File: src/hdl/arh_pkg.sv
`default_nettype none
package arh_pkg;

   localparam int BINS_DEFAULT  = 150;
   localparam int DEPTH_DEFAULT = 4096;
   localparam int SAMPLE_W      = 32;
   localparam int COUNT_W       = 13;
   localparam int BASE_W        = 8;
   localparam int VBINS_W       = 3;
   localparam int LANES         = 4;
   localparam logic [COUNT_W-1:0] COUNT_MAX = {COUNT_W{1'b1}};

   typedef struct packed {
      logic store_push;
      logic set_restart;
      logic clr_write;
      logic smp_read;
      logic mul_load;
      logic div_step;
      logic bin_read;
      logic bin_write;
      logic grp_init;
      logic grp_read;
      logic grp_cap;
      logic grp_next;
   } arh_cmd_type;

   typedef struct packed {
      logic clr_last;
      logic flat;
      logic scan_done;
      logic div_last;
      logic lane_last;
      logic grp_last;
   } arh_status_type;

endpackage
`default_nettype wire

File: src/hdl/arh_ctrl.sv
`default_nettype none
module arh_ctrl (
   input  wire logic                    clock,
   input  wire logic                    reset,
   input  wire logic                    req_valid,
   input  wire logic                    req_last_item,
   output      logic                    req_stall,
   output      logic                    rsp_valid,
   input  wire logic                    rsp_stall,
   input  wire arh_pkg::arh_status_type status,
   output      arh_pkg::arh_cmd_type    cmd
);

   typedef enum logic [3:0] {
      LOAD, CLEAR, SRD, MUL, DIV, BRD, BWR, ERD, ECAP, OUT
   } state_type;

   state_type state_ff, state_in;
   logic      valid_ff, valid_in;
   logic      accept;

   assign req_stall = (state_ff != LOAD);
   assign rsp_valid = valid_ff;
   assign accept    = req_valid && (state_ff == LOAD);

   always_comb begin
      state_in = state_ff;
      valid_in = valid_ff;
      cmd      = '0;
      unique case (state_ff)
         LOAD: begin
            cmd.store_push = accept;
            if (accept && req_last_item) begin
               state_in = CLEAR;
            end
         end
         CLEAR: begin
            cmd.clr_write = 1'b1;
            if (status.clr_last) begin
               if (status.flat) begin
                  cmd.grp_init = 1'b1;
                  state_in     = ERD;
               end else begin
                  state_in = SRD;
               end
            end
         end
         SRD: begin
            if (status.scan_done) begin
               cmd.grp_init = 1'b1;
               state_in     = ERD;
            end else begin
               cmd.smp_read = 1'b1;
               state_in     = MUL;
            end
         end
         MUL: begin
            cmd.mul_load = 1'b1;
            state_in     = DIV;
         end
         DIV: begin
            cmd.div_step = 1'b1;
            if (status.div_last) begin
               state_in = BRD;
            end
         end
         BRD: begin
            cmd.bin_read = 1'b1;
            state_in     = BWR;
         end
         BWR: begin
            cmd.bin_write = 1'b1;
            state_in      = SRD;
         end
         ERD: begin
            cmd.grp_read = 1'b1;
            state_in     = ECAP;
         end
         ECAP: begin
            cmd.grp_cap = 1'b1;
            if (status.lane_last) begin
               valid_in = 1'b1;
               state_in = OUT;
            end else begin
               state_in = ERD;
            end
         end
         OUT: begin
            if (!rsp_stall) begin
               valid_in = 1'b0;
               if (status.grp_last) begin
                  cmd.set_restart = 1'b1;
                  state_in        = LOAD;
               end else begin
                  cmd.grp_next = 1'b1;
                  state_in     = ERD;
               end
            end
         end
         default: begin
            state_in = LOAD;
            valid_in = 1'b0;
         end
      endcase
   end

   always_ff @(posedge clock) begin
      if (reset) begin
         state_ff <= LOAD;
         valid_ff <= 1'b0;
      end else begin
         state_ff <= state_in;
         valid_ff <= valid_in;
      end
   end

endmodule
`default_nettype wire

File: config.mk
export PLATFORM = sky130hd
export DESIGN_NAME = arh_ctrl
export DESIGN_NICKNAME = d
export VERILOG_FILES = /design/src/hdl/arh_pkg.sv /design/src/hdl/arh_ctrl.sv
export SDC_FILE = /design/constraint.sdc
export NUM_CORES = 1
export LEC_CHECK = 0
export BUFFER_PORTS_ARGS = -buffer_cell sky130_fd_sc_hd__buf_2
export CORE_AREA = 4 4 41 43
export CTS_CLUSTER_SIZE = 24
export DETAILED_ROUTE_END_ITERATION = 16
export DIE_AREA = 0 0 45 47
export PLACE_DENSITY = 0.68
export SKIP_LAST_GASP = 1
export SLEW_MARGIN = 40
export SYNTH_ARGS = -nofsm -noshare
export SYNTH_HDL_FRONTEND = slang
export SYNTH_SLANG_ARGS = --single-unit
File: constraint.sdc
create_clock -name clock -period 1.4 [get_ports clock]
set_clock_uncertainty 0.05 [all_clocks]
set_input_delay 0.07 -clock clock [delete_from_list [all_inputs] [get_ports clock]]
set_output_delay 0.07 -clock clock [all_outputs]
set_load 0.03 [all_outputs]
# [Yosys cells after proc, flatten, opt, wreduce, memory -nomap -nowiden]
# Index checks and enable logic that the tools add are counted.
# Widths: inputs -> output; s select.
[totals] reg_bits=5 input_bits=11 output_inout_bits=14 word_cells=56
[op_classes] n_eq_ne=14 n_mux=32 bitwise_logic=1 n_reduce_logical=7
[ops] cell="$pmux 4 s10" n=1
[ops] cell="$mux 1" n=21
[ops] cell="$mux 4" n=5
[ops] cell="$eq 4x3->1 const B" n=4
[ops] cell="$mux 3" n=3
[ops] cell="$eq 4x2->1 const B" n=2
[ops] cell="$eq 4x4->1 const B" n=2
[ops] cell="$ne 2x2->1 const B" n=4
[ops] cell="$reduce_or 8->1" n=1
[ops] cell="$eq 4x1->1 const B" n=1
[ops] cell="$logic_not 4->1" n=1
[ops] cell="$reduce_and 4->1" n=1
[ops] cell="$reduce_bool 4->1" n=1
[ops] cell="$pmux 1 s3" n=1
[ops] cell="$reduce_and 3->1" n=1
[ops] cell="$logic_and 1x1->1" n=2
[ops] cell="$ne 2x1->1 const B" n=1
[ops] cell="$pmux 1 s2" n=1
[ops] cell="$not 1->1" n=1

# [Longest topological paths before layout]
[logic_depth] depth_word=5 depth_mapped=6 mapped_depth_nobuf=4

# [Worst setup path before layout]
# Ideal clock, no wire load.
[synth_timing] path_type="register to output" from="register state_ff[0]" to="output port cmd[8] in the netlist's numbering" t_arrival_ns=1.626 t_required_ns=1.280 path_slack_ns=-0.346 stages_incl_launch_ff=4 path_buffers=2 path_cell_list="dfxtp_1 buf_4 buf_2 nor4_1"
[synth_rtl] element="from (decl)" line_no="arh_ctrl.sv:18" source="state_type state_ff, state_in;"
[synth_rtl] element="from (signal assigned)" line_no="arh_ctrl.sv:112" source="state_ff <= state_in;"
[synth_rtl] element="to (decl)" line_no="arh_ctrl.sv:11" source="output arh_pkg::arh_cmd_type cmd"

==> results.txt <==
The run finished with clean final reports. The cell area after placement came out at ~650 um^2. Summing over every cut layer, the via total after detailed routing is 671.

The critical path goes through nand2_2, nor3b_2, a31oi_1, nor3_2, buf_4. The register area share after synthesis is 0.1995. The critical path arrival is 1.28 ns. The number of nets in the synthesized netlist came out at a little over 80. The number of antenna diodes in the final layout is 0.

A synthesized cell averages 7.168 um^2. After clock tree synthesis, the clock-pin slew on the worst setup and hold paths is roughly 0.050 ns. From bottom edge to top edge, the die measures 47 um. For this run, the leading register cell type out of synthesis is dfxtp_1.

The upper clock frequency limit came out at 714.7 MHz. The share of synthesized registers carrying an async set or reset is 0. Among all cell types in the netlist, the one instantiated most often is nor3_1. The met2 capacity usage during global routing came out at 0.2740. The pin count of the biggest net entering global routing came out at 15.

Dividing total power by cell area gives a power density of 2025 nW/um^2. For this run, the share of the core covered by cells in the final layout is 0.6462. The min-delay analysis places its worst path in the category in -> reg.

In this run the number of H-tree levels came out at 1. The overflow left after global routing is 0. The number of sinks on the clock net came out at 5. Setup repair after global routing could not meet its margin everywhere. The global routing met1 resource utilization came out at 0.1831. The core region is 1301 um^2. The share of the synthesized area in the top cell type is 0.1995. Max-cap violations in this run came to 0. STA classifies the critical path startpoint as a register. The clock insertion delay at the later pin of the skew report is around 0.25 ns. The starting utilization of the core area is 0.3856. The biggest cell delay along the critical path is 0.39 ns.

The worst voltage drop across the vdd grid is 1.401 mV. The number of antenna violations at the first check in global routing came out at 0. The area growth from synthesis to final layout is 67.58%.

The via count of the first global-routing pass is between 500 and 600. Clock tree synthesis selected as its root buffer the cell clkbuf_4. The clock period minus worst slack is 1.399 ns. Broken down by cell family, the worst path's largest delay share belongs to flip-flops. The total I/O pin count is 25. Dividing the detail-routed wire length by the instance count gives about 14 um. The number of cells on the worst reg-to-reg path is 5. The weighted congestion at the end of routability-driven global placement is 0.8583. The commonest cells after synthesis are nor3_1 (8), nor2_1 (7), nand2_1 (6).

Counting instances, the worst hold path has a depth of 4. The critical path is of the reg -> out type. After the first detailed-routing iteration, the DRC count stood at 26. The mean number of vias per cell is 5.500. The transition time of the tightest slew-check pin is 0.2818 ns. The total DRC errors in the routed layout came out at 0. The total number of cells along the worst setup path came out at 5.

After the last flow step, the layout net total stands at 119. The final number of hold-violating endpoints came out at 0. Setup violations remaining at the end of the flow were counted as 0.

The cell with the largest stage delay on the worst path is dfxtp_4. The full die area is between 2000 and 2500 um^2. The number of rows in the core area came out at 13. The floorplan die width came out at 45 um. The critical path required time came out at 1.28 ns.

The worst relative slew slack came out at 0.8101. The synthesized netlist occupies a cell area of 501.7 um^2. The number of enable-type register cells in the synthesized netlist came out at 0. The final routed wirelength across all metal layers came out at 1759 um. The share of the clock period used by the worst path is 0.9994.

The cell area after layout came out at 840.8 um^2. The maximum buffer depth of the clock tree came out at 2. The yosys synthesis warning count came out at 0. The analysis attributes to cell leakage a power of 0.3948 nW. STA classifies the critical path endpoint as an output pin. The layer flagged by global routing as most heavily used is met2. For this run, the detailed router's first-pass iteration total came to 4. TritonCTS built the clock tree. The number of buffers and inverters on the critical path is 1. Once detail routing completed, the nets flagged for antenna violations numbered 0. For met3 alone, demand over resource in global routing was 0.06130. In the global route stage, overall resource usage came out at 0.1623. The global-route wire length before repair is about 2500 um. The total negative slack is 0 ns. The share of cells above drive strength 1 came out at 0.5794. The TritonCTS buffer count came out at 3. The highest fanout seen on the critical path is 6.

The synthesis-stage register bit count is 5. The final HPWL from detailed placement is 1120 um. The final number of max-transition violations came out at 0.

The biggest area contributor in the post-synthesis netlist is dfxtp_1. The post-synthesis cell type count came out at 29. The count of input and output buffers came out at 24.

Yosys attributes the largest share of cell area to dfxtp_1 (20%), nor3_1 (8.0%), buf_6 (6.7%). Synthesis produced 70 cells.
==> path summary, 6_finish.rpt <==
path	to	startpoint	slack, ns
worst max register to register	state_ff[0]$_SDFFE_PP0P_	state_ff[3]$_SDFFE_PP0P_	0.10
worst min register to register	rsp_valid$_SDFFE_PP0P_	rsp_valid$_SDFFE_PP0P_	0.53
worst max-delay path	cmd[3]	state_ff[0]$_SDFFE_PP0P_	0.0009
worst min-delay path	state_ff[0]$_SDFFE_PP0P_	status[5]	0.19
==> kinds of logic after synthesis <==
family / Yosys count / synth area share
compound gates: 20 / 0.3067
buf+inv: 10 / 0.1421
flops: 5 / 0.1995
simple gates: 35 / 0.3516
==> what timing repair did <==
| action | CTS | global route |
|---|---|---|
| hold buffers | 1 | 0 |
| hold endpoints to repair | 3 | 0 |
| pin swaps | 0 | 2 |
| resized for setup | 14 | 16 |
| setup endpoints to repair | 10 | 10 |
| gates cloned | 0 | 1 |
| setup buffers | 0 | 7 |
==> metrics by stage <==
stage	power, mW	hold WS (ns)	setup WS, ns	std cells
after floorplan	0.9667	0.08907	-0.05169	70
after global placement	1.179	0.2473	0.08190	109
after detailed placement	1.192	0.2418	0.02441	109
after CTS	1.459	0.1579	-0.01778	114
after global routing	1.825	0.1756	-0.08864	122
final	1.703	0.1858	0.0008539	122
==> worst reg2reg max path, stage by stage (launching register included) <==
cell	delay (ns)
dfxtp_4	0.43
buf_4	0.14
nor2_2	0.03
a2111oi_2	0.31
o22ai_1	0.12
a21oi_1	0.14
==> flip-flops by register name (all words and copies together), names as in the netlist <==
name	cells
state_ff	4
rsp_valid	1
==> report_power, final <==
group	switching (mW)	internal (mW)	leakage, nW	total [mW]
clock	0.0679	0.108	0.0150	0.176
combinational	0.676	0.584	0.337	1.26
sequential	0.0724	0.194	0.0430	0.266
total	0.816	0.887	0.395	1.70
==> layout by cell type (no fill, tap or decap), types with 2 or more instances in the layout <==
cell type,count
nor2_2,2
o21ai_0,2
nand2_2,2
nand2b_1,2
buf_4,21
a31oi_1,4
buf_6,2
a211oi_1,2
nor2_4,2
inv_1,2
nand3_1,2
clkbuf_4,3
nor3_2,2
a21oi_1,3
nor2_1,5
nand2b_4,2
buf_2,16
nor3_1,6
dfxtp_4,2
nand2_1,5
dfxtp_2,2
==> routing by layer <==
metal  wire [um]  up-vias
li1            -      330
met1         673      307
met2         921       32
met3         157        2
met4           6        0
met5           0        -
==> area by class of cell <==
cell class                 instances  area [um^2]
fill                             114        460.4
multi-input combinational         55        392.9
timing repair buffer              41        285.3
sequential                         5        110.1
clock buffer                       4        26.28
tap                               15        18.77
inverter                           2        7.507
No activity file was read; power rests on OpenSTA's default activity.
